--- config.mk ---
export PLATFORM = sky130hd
export DESIGN_NAME = preemptive_priority_scheduler_unit
export DESIGN_NICKNAME = d
export VERILOG_FILES = /design/src/rtl/core/ppsu_pkg.sv /design/src/rtl/core/ppsu_ram.sv /design/src/rtl/core/preemptive_priority_scheduler_unit.sv
export SDC_FILE = /design/constraint.sdc
export NUM_CORES = 1
export LEC_CHECK = 0
export ABC_AREA = 1
export BUFFER_PORTS_ARGS = -buffer_cell sky130_fd_sc_hd__buf_2
export CORE_AREA = 3 3 248 250
export CTS_CLUSTER_SIZE = 10
export DETAILED_ROUTE_END_ITERATION = 6
export DIE_AREA = 0 0 251 253
export PLACE_DENSITY = 0.57
export SYNTH_ARGS = -nofsm -noshare
export SYNTH_HDL_FRONTEND = slang
export SYNTH_SLANG_ARGS = --single-unit
--- constraint.sdc ---
create_clock -name clk_i -period 7.8 [get_ports clk_i]
set_input_delay 0.78 -clock clk_i [delete_from_list [all_inputs] [get_ports clk_i]]
set_output_delay 0.78 -clock clk_i [all_outputs]
set_load 0.005 [all_outputs]
--- src/rtl/core/ppsu_pkg.sv ---
// ----------------------------------------------------------------------------
// ppsu_pkg
// Types and constants shared by the priority scheduler unit and its checker.
// ----------------------------------------------------------------------------
package ppsu_pkg;

  localparam int CfgW     = 4;
  localparam int SlotW    = 3;
  localparam int ArrivalW = 16;
  localparam int BurstW   = 16;
  localparam int PrioW    = 8;
  localparam int WaitW    = 16;

  localparam logic [CfgW-1:0]  CfgReset = 4'd8;
  localparam logic [WaitW-1:0] WaitMax  = 16'hFFFF;

  localparam logic FuncLoad = 1'b0;
  localparam logic FuncTick = 1'b1;

  typedef struct packed {
    logic [ArrivalW-1:0] arrive;
    logic [BurstW-1:0]   remaining;
    logic [PrioW-1:0]    prio;
    logic [WaitW-1:0]    waited;
  } slot_entry_t;

  typedef enum logic [1:0] {
    ST_IDLE,
    ST_SCAN,
    ST_CHARGE,
    ST_FIN
  } state_e;

endpackage

--- src/rtl/core/ppsu_ram.sv ---
// ----------------------------------------------------------------------------
// ppsu_ram
// Generic single-write, single-read RAM with a registered read port.
// ----------------------------------------------------------------------------
module ppsu_ram #(
  parameter int WIDTH = 8,
  parameter int DEPTH = 8,
  localparam int AW = (DEPTH > 1) ? $clog2(DEPTH) : 1
) (
  input  logic             clk_i,
  input  logic             we_i,
  input  logic [AW-1:0]    waddr_i,
  input  logic [WIDTH-1:0] wdata_i,
  input  logic             re_i,
  input  logic [AW-1:0]    raddr_i,
  output logic [WIDTH-1:0] rdata_o
);

  logic [WIDTH-1:0] mem_q [DEPTH];
  logic [WIDTH-1:0] rdata_q;

  always_ff @(posedge clk_i) begin
    if (we_i) begin
      mem_q[waddr_i] <= wdata_i;
    end
    if (re_i) begin
      rdata_q <= mem_q[raddr_i];
    end
  end

  assign rdata_o = rdata_q;

endmodule

--- src/rtl/core/preemptive_priority_scheduler_unit.sv ---
// ----------------------------------------------------------------------------
// preemptive_priority_scheduler_unit
// Preemptive priority scheduler over a table of process slots.
// ----------------------------------------------------------------------------
// A load word writes one slot (arrival tick, burst, priority) and passes to
// FIN; there its result word is loaded into the output register, and the unit
// returns to IDLE to take the next word. A tick word runs the SCAN state and
// then the CHARGE state (CHARGE ends at once when no slot is ready) over the
// n slots in use: the slot table sits in one RAM with a single read port,
// read once to admit arrived slots and pick the highest priority, and once
// more to charge service and waits; each pass reads the n slots and then
// drains the read pipeline. Output stalls hold a finished word in FIN. Ready
// and work-left flags per slot live in flops, so the RAM needs no clearing
// pass after reset. One word is processed at a time; a finished result
// waits in the output register while the next word is taken.
// ----------------------------------------------------------------------------
module preemptive_priority_scheduler_unit #(
  parameter int SLOTS     = 8,
  parameter int TIME_BITS = 16
) (
  input  logic                        clk_i,
  input  logic                        rst_ni,
  input  logic                        cfg_we_i,
  input  logic [ppsu_pkg::CfgW-1:0]   cfg_wdata_i,
  input  logic                        in_valid_i,
  output logic                        in_stall_o,
  input  logic                        func_i,
  input  logic [ppsu_pkg::SlotW-1:0]  slot_i,
  input  logic [ppsu_pkg::ArrivalW-1:0] arrival_i,
  input  logic [ppsu_pkg::BurstW-1:0] burst_i,
  input  logic [ppsu_pkg::PrioW-1:0]  priority_req_i,
  output logic                        out_valid_o,
  input  logic                        out_stall_i,
  output logic                        running_valid_o,
  output logic [ppsu_pkg::SlotW-1:0]  running_slot_o,
  output logic                        finished_o,
  output logic [ppsu_pkg::WaitW-1:0]  finished_wait_o,
  output logic                        all_done_o
);

  localparam int SW = (SLOTS > 1) ? $clog2(SLOTS) : 1;
  localparam int NW = ($clog2(SLOTS + 1) > ppsu_pkg::CfgW) ? $clog2(SLOTS + 1)
                                                            : ppsu_pkg::CfgW;
  localparam int CW = (TIME_BITS > ppsu_pkg::ArrivalW) ? TIME_BITS : ppsu_pkg::ArrivalW;
  localparam int EW = $bits(ppsu_pkg::slot_entry_t);

  ppsu_pkg::state_e state_q, state_d;

  logic [ppsu_pkg::CfgW-1:0]  cfg_q;
  logic [NW-1:0]              n_q, n_d;
  logic [NW-1:0]              idx_q, idx_d;
  logic                       rd_pend_q, rd_pend_d;
  logic [SW-1:0]              rd_idx_q, rd_idx_d;
  logic [TIME_BITS-1:0]       now_q, now_d;
  logic [SW-1:0]              cur_q, cur_d;
  logic                       cur_v_q, cur_v_d;
  logic [SLOTS-1:0]           ready_q, ready_d;
  logic [SLOTS-1:0]           live_q, live_d;
  logic                       best_v_q, best_v_d;
  logic [SW-1:0]              best_idx_q, best_idx_d;
  logic [ppsu_pkg::PrioW-1:0] best_prio_q, best_prio_d;

  logic                       res_run_q, res_run_d;
  logic [ppsu_pkg::SlotW-1:0] res_slot_q, res_slot_d;
  logic                       res_fin_q, res_fin_d;
  logic [ppsu_pkg::WaitW-1:0] res_wait_q, res_wait_d;

  logic                       out_valid_q, out_valid_d;
  logic                       out_run_q, out_run_d;
  logic [ppsu_pkg::SlotW-1:0] out_slot_q, out_slot_d;
  logic                       out_fin_q, out_fin_d;
  logic [ppsu_pkg::WaitW-1:0] out_wait_q, out_wait_d;
  logic                       out_done_q, out_done_d;

  logic                       ram_we;
  logic [SW-1:0]              ram_waddr;
  ppsu_pkg::slot_entry_t      ram_wdata;
  logic                       ram_re;
  logic [SW-1:0]              ram_raddr;
  ppsu_pkg::slot_entry_t      ram_rdata;
  logic [EW-1:0]              ram_rdata_raw;

  logic [NW-1:0]              cfg_ext;
  logic [NW-1:0]              n_eff;
  logic [NW-1:0]              slot_ext;
  logic                       slot_ok;
  logic [SW-1:0]              slot_idx;
  logic [SLOTS-1:0]           use_mask;
  logic                       scan_done;
  logic                       charge_done;
  logic                       out_free;
  logic                       admit;
  logic                       rdy;
  logic [ppsu_pkg::BurstW-1:0] rem_new;
  logic [NW-1:0]              best_ext;

  assign cfg_ext  = NW'(cfg_q);
  assign n_eff    = (cfg_q == '0) ? NW'(1)
                  : ((cfg_ext > NW'(SLOTS)) ? NW'(SLOTS) : cfg_ext);
  assign slot_ext = NW'(slot_i);
  assign slot_ok  = slot_ext < NW'(SLOTS);
  assign slot_idx = slot_ext[SW-1:0];
  assign best_ext = NW'(best_idx_q);

  assign scan_done   = (idx_q == n_q) && !rd_pend_q;
  assign charge_done = !best_v_q || scan_done;
  assign out_free    = !out_valid_q || !out_stall_i;

  assign in_stall_o  = (state_q != ppsu_pkg::ST_IDLE);

  always_comb begin
    for (int i = 0; i < SLOTS; i++) begin
      use_mask[i] = NW'(i) < n_q;
    end
  end

  ppsu_ram #(
    .WIDTH(EW),
    .DEPTH(SLOTS)
  ) u_slot_ram (
    .clk_i  (clk_i),
    .we_i   (ram_we),
    .waddr_i(ram_waddr),
    .wdata_i(ram_wdata),
    .re_i   (ram_re),
    .raddr_i(ram_raddr),
    .rdata_o(ram_rdata_raw)
  );

  assign ram_rdata = ppsu_pkg::slot_entry_t'(ram_rdata_raw);

  always_comb begin
    state_d = state_q;
    case (state_q)
      ppsu_pkg::ST_IDLE: begin
        if (in_valid_i) begin
          state_d = (func_i == ppsu_pkg::FuncLoad) ? ppsu_pkg::ST_FIN : ppsu_pkg::ST_SCAN;
        end
      end
      ppsu_pkg::ST_SCAN: begin
        if (scan_done) begin
          state_d = ppsu_pkg::ST_CHARGE;
        end
      end
      ppsu_pkg::ST_CHARGE: begin
        if (charge_done) begin
          state_d = ppsu_pkg::ST_FIN;
        end
      end
      ppsu_pkg::ST_FIN: begin
        if (out_free) begin
          state_d = ppsu_pkg::ST_IDLE;
        end
      end
      default: begin
        state_d = ppsu_pkg::ST_IDLE;
      end
    endcase
  end

  always_comb begin
    n_d         = n_q;
    idx_d       = idx_q;
    rd_pend_d   = 1'b0;
    rd_idx_d    = idx_q[SW-1:0];
    now_d       = now_q;
    cur_d       = cur_q;
    cur_v_d     = cur_v_q;
    ready_d     = ready_q;
    live_d      = live_q;
    best_v_d    = best_v_q;
    best_idx_d  = best_idx_q;
    best_prio_d = best_prio_q;
    res_run_d   = res_run_q;
    res_slot_d  = res_slot_q;
    res_fin_d   = res_fin_q;
    res_wait_d  = res_wait_q;
    out_valid_d = out_valid_q && out_stall_i;
    out_run_d   = out_run_q;
    out_slot_d  = out_slot_q;
    out_fin_d   = out_fin_q;
    out_wait_d  = out_wait_q;
    out_done_d  = out_done_q;
    ram_we      = 1'b0;
    ram_waddr   = rd_idx_q;
    ram_wdata   = ram_rdata;
    ram_re      = 1'b0;
    ram_raddr   = idx_q[SW-1:0];
    admit       = 1'b0;
    rdy         = 1'b0;
    rem_new     = ram_rdata.remaining - 1'b1;

    case (state_q)
      ppsu_pkg::ST_IDLE: begin
        if (in_valid_i) begin
          n_d        = n_eff;
          idx_d      = '0;
          best_v_d   = 1'b0;
          res_run_d  = 1'b0;
          res_slot_d = '0;
          res_fin_d  = 1'b0;
          res_wait_d = '0;
          if (func_i == ppsu_pkg::FuncLoad && slot_ok) begin
            ram_we              = 1'b1;
            ram_waddr           = slot_idx;
            ram_wdata.arrive    = arrival_i;
            ram_wdata.remaining = burst_i;
            ram_wdata.prio      = priority_req_i;
            ram_wdata.waited    = '0;
            live_d[slot_idx]    = (burst_i != '0);
            ready_d[slot_idx]   = 1'b0;
            if (cur_v_q && cur_q == slot_idx) begin
              cur_v_d = 1'b0;
            end
          end
        end
      end

      ppsu_pkg::ST_SCAN: begin
        if (idx_q < n_q) begin
          ram_re    = 1'b1;
          rd_pend_d = 1'b1;
          idx_d     = idx_q + 1'b1;
        end
        if (rd_pend_q) begin
          admit = live_q[rd_idx_q] && (CW'(ram_rdata.arrive) <= CW'(now_q));
          rdy   = ready_q[rd_idx_q] || admit;
          ready_d[rd_idx_q] = rdy;
          if (rdy && (!best_v_q || ram_rdata.prio > best_prio_q ||
                      (ram_rdata.prio == best_prio_q && cur_v_q && cur_q == rd_idx_q))) begin
            best_v_d    = 1'b1;
            best_idx_d  = rd_idx_q;
            best_prio_d = ram_rdata.prio;
          end
        end
        if (scan_done) begin
          idx_d = '0;
          now_d = (now_q == '1) ? now_q : now_q + 1'b1;
        end
      end

      ppsu_pkg::ST_CHARGE: begin
        if (best_v_q && idx_q < n_q) begin
          ram_re    = 1'b1;
          rd_pend_d = 1'b1;
          idx_d     = idx_q + 1'b1;
        end
        if (rd_pend_q) begin
          if (rd_idx_q == best_idx_q) begin
            ram_we              = 1'b1;
            ram_wdata.remaining = rem_new;
            res_run_d           = 1'b1;
            res_slot_d          = best_ext[ppsu_pkg::SlotW-1:0];
            if (rem_new == '0) begin
              res_fin_d         = 1'b1;
              res_wait_d        = ram_rdata.waited;
              ready_d[rd_idx_q] = 1'b0;
              live_d[rd_idx_q]  = 1'b0;
              cur_v_d           = 1'b0;
            end else begin
              cur_d   = best_idx_q;
              cur_v_d = 1'b1;
            end
          end else if (ready_q[rd_idx_q]) begin
            ram_we           = 1'b1;
            ram_wdata.waited = (ram_rdata.waited == ppsu_pkg::WaitMax)
                             ? ram_rdata.waited : ram_rdata.waited + 1'b1;
          end
        end
        if (!best_v_q) begin
          cur_v_d = 1'b0;
        end
      end

      ppsu_pkg::ST_FIN: begin
        if (out_free) begin
          out_valid_d = 1'b1;
          out_run_d   = res_run_q;
          out_slot_d  = res_slot_q;
          out_fin_d   = res_fin_q;
          out_wait_d  = res_wait_q;
          out_done_d  = ~|(live_q & use_mask);
        end
      end

      default: begin
        idx_d = '0;
      end
    endcase
  end

  always_ff @(posedge clk_i or negedge rst_ni) begin
    if (!rst_ni) begin
      state_q     <= ppsu_pkg::ST_IDLE;
      cfg_q       <= ppsu_pkg::CfgReset;
      n_q         <= '0;
      idx_q       <= '0;
      rd_pend_q   <= 1'b0;
      now_q       <= '0;
      cur_q       <= '0;
      cur_v_q     <= 1'b0;
      ready_q     <= '0;
      live_q      <= '0;
      best_v_q    <= 1'b0;
      best_idx_q  <= '0;
      out_valid_q <= 1'b0;
    end else begin
      state_q     <= state_d;
      if (cfg_we_i) begin
        cfg_q <= cfg_wdata_i;
      end
      n_q         <= n_d;
      idx_q       <= idx_d;
      rd_pend_q   <= rd_pend_d;
      now_q       <= now_d;
      cur_q       <= cur_d;
      cur_v_q     <= cur_v_d;
      ready_q     <= ready_d;
      live_q      <= live_d;
      best_v_q    <= best_v_d;
      best_idx_q  <= best_idx_d;
      out_valid_q <= out_valid_d;
    end
  end

  always_ff @(posedge clk_i) begin
    rd_idx_q    <= rd_idx_d;
    best_prio_q <= best_prio_d;
    res_run_q   <= res_run_d;
    res_slot_q  <= res_slot_d;
    res_fin_q   <= res_fin_d;
    res_wait_q  <= res_wait_d;
    out_run_q   <= out_run_d;
    out_slot_q  <= out_slot_d;
    out_fin_q   <= out_fin_d;
    out_wait_q  <= out_wait_d;
    out_done_q  <= out_done_d;
  end

  assign out_valid_o     = out_valid_q;
  assign running_valid_o = out_run_q;
  assign running_slot_o  = out_slot_q;
  assign finished_o      = out_fin_q;
  assign finished_wait_o = out_wait_q;
  assign all_done_o      = out_done_q;

endmodule

==> impl_metrics.tcl <==
set metrics [dict create \
    cp_cell_sequence "inv_1 > ha_1 > nand2_1 > nor2_4 > buf_4 > nand2_1 > o21ai_0 > buf_4 > inv_1 > nor2_4 > buf_4" \
    cp.depth 11 \
    hold_buffers 0 \
    p_sw_w 0.00387 \
    synth.most_common_cell "edfxtp_1" \
    syn_area_sq_um 26700 \
    boundaryPins 77 \
    dieArea_sq_um 63500 \
    comb_power_share_pct 28.2 \
    track_usage_pct 20.2 \
    hpwl_um 37300 \
    grt_max_degree 126 \
    grt-ovfl-total 0 \
    drt_wl_total_um 64300 \
    ys_top_cells_by_count "555 x edfxtp_1, 464 x nor2_1, 320 x nand2_1" \
    drt-pass1-iter-count 5 \
    drv_cap 0 \
    critical-path-max-stage-delay_ns 0.82 \
    root_buffer "clkbuf_16" \
    dieHeight_um 253 \
    start_util_pct 45.1 \
    cp_top_family "buffers and inverters" \
    endpoint_kind "flop" \
    min_path_type "input port to asynchronous set/reset pin" \
    leakage_nw 11.0 \
    worst-r2r-cell-count 11 \
    max-clock-path-buffers 3 \
    busiest_layer "met2" \
    cts_tree "yes" \
    grt_pass1_vias 17282 \
    syn_inst 2425 \
    cp_data_required_time_ns 8.04 \
    coreArea_sq_um 59200 \
    grt_use_met2_pct 32.5 \
    outcome "finished clean" \
    nFillCells 5266 \
    clock_latency_ns 0.62 \
    synth_area_leaders "edfxtp_1 62%, nor2_1 6.5%, o21ai_0 5.6%" \
    clkSlewWorstSetupHoldPaths_ns 0.06 \
    ys.flop_type "edfxtp_1" \
    vias 17999 \
    finalNetCount 2576 \
    numPortBuffers 76 \
    yosys_warnings 0 \
    switching_share_pct 34.7 \
    ir_worst_vdd_uv 184 \
    tns_ns 0 \
    clkSinkCount 614 \
    first_iter_violations 1386 \
    rows 89 \
    wl_per_cell_um 19.5 \
    die_w_um 251 \
    crit_path_start_kind "flop" \
    worst_slew_pin_slew_ns 1.08 \
    ant_nets 0 \
    yosysTopAreaCell "edfxtp_1" \
    crit_fanout 33 \
    fin_crit_ns 3.96 \
    crit_path_frequent_cell "buf_4" \
    clockPowerShare_pct 27.4 \
    ys_seq_elements 614 \
    internal_power_w 0.00728 \
    synthArstFlopShare_pct 9.12 \
    finalSetupViolCount 0 \
    vias_per_cell 5.46 \
    drt_drc_violations_left 0 \
    cp_slowest_cell "nor2_4" \
    seq_area_frac_synth_pct 67.9 \
    drive_gt1_share_pct 9.76 \
    fin_crit_sh_pct 50.7 \
    hold_viol 0 \
    synth_top_cell_area_share_pct 62.4 \
    power.total_w 0.0112 \
    timing.setup.critical_path_class "flop to flop" \
    maxSlewViolCount 0 \
    cp_data_arrival_time_ns 4.19 \
    antenna_found_initial 2 \
    met3_usage_pct 3.40 \
    h-tree-depth 3 \
    grt_pass1_wl_um 99100 \
    grtUsageMet1_pct 27.7 \
    regArea_sq_um 18100 \
    multi_input_area_sq_um 7460 \
    synth_cell_types 48 \
    fmax_ghz 0.253 \
    syn_to_final_growth_pct 12.3 \
    rsz0062_at_grt "no" \
    post_cts_buffers 0 \
    slew_headroom_pct 28.3 \
    synth_edf_count 555 \
    p_seq_share_pct 44.4 \
    cts_buffers 73 \
    fin_skew_ns 0.0305 \
    p_per_area_nw_per_um2 372 \
    synth.avg_cell_area_sq_um 11.0 \
    post_cts_resized 0 \
    routabilityCongestion 0.869 \
    synth_fp_nets 2515 \
    cp_num_buf_inv 5 \
]
==> final timing paths <==
check / startpoint / to / slack [ns]
max in group asynchronous: rst_ni / idx_q[0]$_DFFE_PN0P_ / 6.92
min reg2reg: res_wait_q[15]$_SDFFCE_PN0P_ / finished_wait_o[15]$_DFFE_PP_ / 0.42
max: state_q[0]$_DFFE_PN0P_ / u_slot_ram.mem_q[0][11]$_DFFE_PP_ / 3.84
max reg2reg: state_q[0]$_DFFE_PN0P_ / u_slot_ram.mem_q[0][11]$_DFFE_PP_ / 3.84
min: rst_ni / cfg_ext[0]$_DFFE_PN0P_ / 0.32
min in group clk_i: cfg_wdata_i[2] / cfg_ext[2]$_DFFE_PN0P_ / 0.40
==> cell usage in the layout (no fill, tap or decap), types with 4 or more instances in the layout <==
| master | instances |
|---|---|
| clkbuf_16 | 74 |
| ha_1 | 36 |
| nor3_1 | 17 |
| nand3b_1 | 9 |
| nand3_2 | 7 |
| nand4_1 | 12 |
| nor2_4 | 12 |
| inv_2 | 7 |
| nor2_1 | 455 |
| edfxtp_1 | 555 |
| a21oi_1 | 42 |
| buf_2 | 76 |
| a31oi_1 | 61 |
| o221ai_1 | 16 |
| nor4_1 | 8 |
| nor2_2 | 13 |
| o22ai_1 | 69 |
| inv_1 | 182 |
| xor2_1 | 20 |
| clkbuf_1 | 24 |
| xnor2_1 | 4 |
| nand2_1 | 320 |
| o21ai_0 | 298 |
| buf_4 | 23 |
| nand3_1 | 79 |
| dfrtp_1 | 53 |
==> sequential cells by signal, indices dropped and copies added (netlist names), 2 cells and up <==
| register | flops |
|---|---|
| now_q | 16 |
| running_slot_o | 3 |
| ready_q | 8 |
| best_idx_q | 3 |
| u_slot_ram.rdata_o | 56 |
| rd_idx_q | 3 |
| n_q | 4 |
| best_prio_q | 8 |
| res_wait_q | 16 |
| state_q | 2 |
| cfg_ext | 4 |
| res_slot_q | 3 |
| live_q | 8 |
| cur_q | 3 |
| finished_wait_o | 16 |
| u_slot_ram.mem_q | 448 |
| idx_q | 4 |
==> through the flow <==
| stage | hold WS (ns) | instance area [sq um] | instances | setup WS (ns) | utilization [%] |
|---|---|---|---|---|---|
| 4_1_cts | 0.343 | 30000 | 3293 | 3.76 | 50.6 |
| 6_report | 0.324 | 30000 | 3294 | 3.84 | 50.6 |
| 2_1_floorplan | 0.368 | 26700 | 2425 | 1.83 | - |
| 5_1_grt | 0.390 | 30000 | 3293 | 3.51 | 50.6 |
| 3_5_place_dp | 0.405 | 27800 | 3184 | 3.66 | 47.0 |
| 3_3_place_gp | 0.405 | 27800 | 3184 | 3.72 | 47.0 |
==> layout make-up <==
type | instances | area share, %
sequential | 614 | 60.5
tap | 773 | 3.23
antenna | 1 | 0.00835
timing repair buffer | 99 | 1.84
clock buffer | 100 | 6.57
inverter | 192 | 2.43
clock inverter | 9 | 0.555
multi-input combinational | 1506 | 24.9
==> worst register-to-register path, stage by stage (launching register included) <==
cell and delay [ns]:
dfrtp_1 0.41, inv_1 0.11, ha_1 0.25, nand2_1 0.22, nor2_4 0.12, buf_4 0.41
nand2_1 0.12, o21ai_0 0.10, buf_4 0.21, inv_1 0.18, nor2_4 0.82, buf_4 0.63
==> routing by layer <==
metal | up-vias | share of wire (%)
met5 | - | 0.020
met4 | 2 | 2.9
met3 | 114 | 5.5
met2 | 493 | 47
met1 | 8788 | 45
li1 | 8602 | -
==> power by group through the flow <==
| stage | sequential, W | clock, W | combinational [W] |
|---|---|---|---|
| floorplan | 0.00484 | 0 | 0.00225 |
| global placement | 0.00500 | 0 | 0.00307 |
| detailed placement | 0.00501 | 0 | 0.00316 |
| CTS | 0.00495 | 0.00313 | 0.00317 |
| global route | 0.00500 | 0.00326 | 0.00356 |
| finish | 0.00495 | 0.00306 | 0.00314 |
==> logic make-up after synthesis <==
logic type	count (synthesis)	share of synthesized area, %
simple gates	942	14.6
buf+inv	305	4.50
fa+ha+maj	37	1.73
xor+xnor	25	0.848
compound gates	500	10.3
flops	614	67.9
mux	2	0.0843
Power figures use the tool's default switching activity.
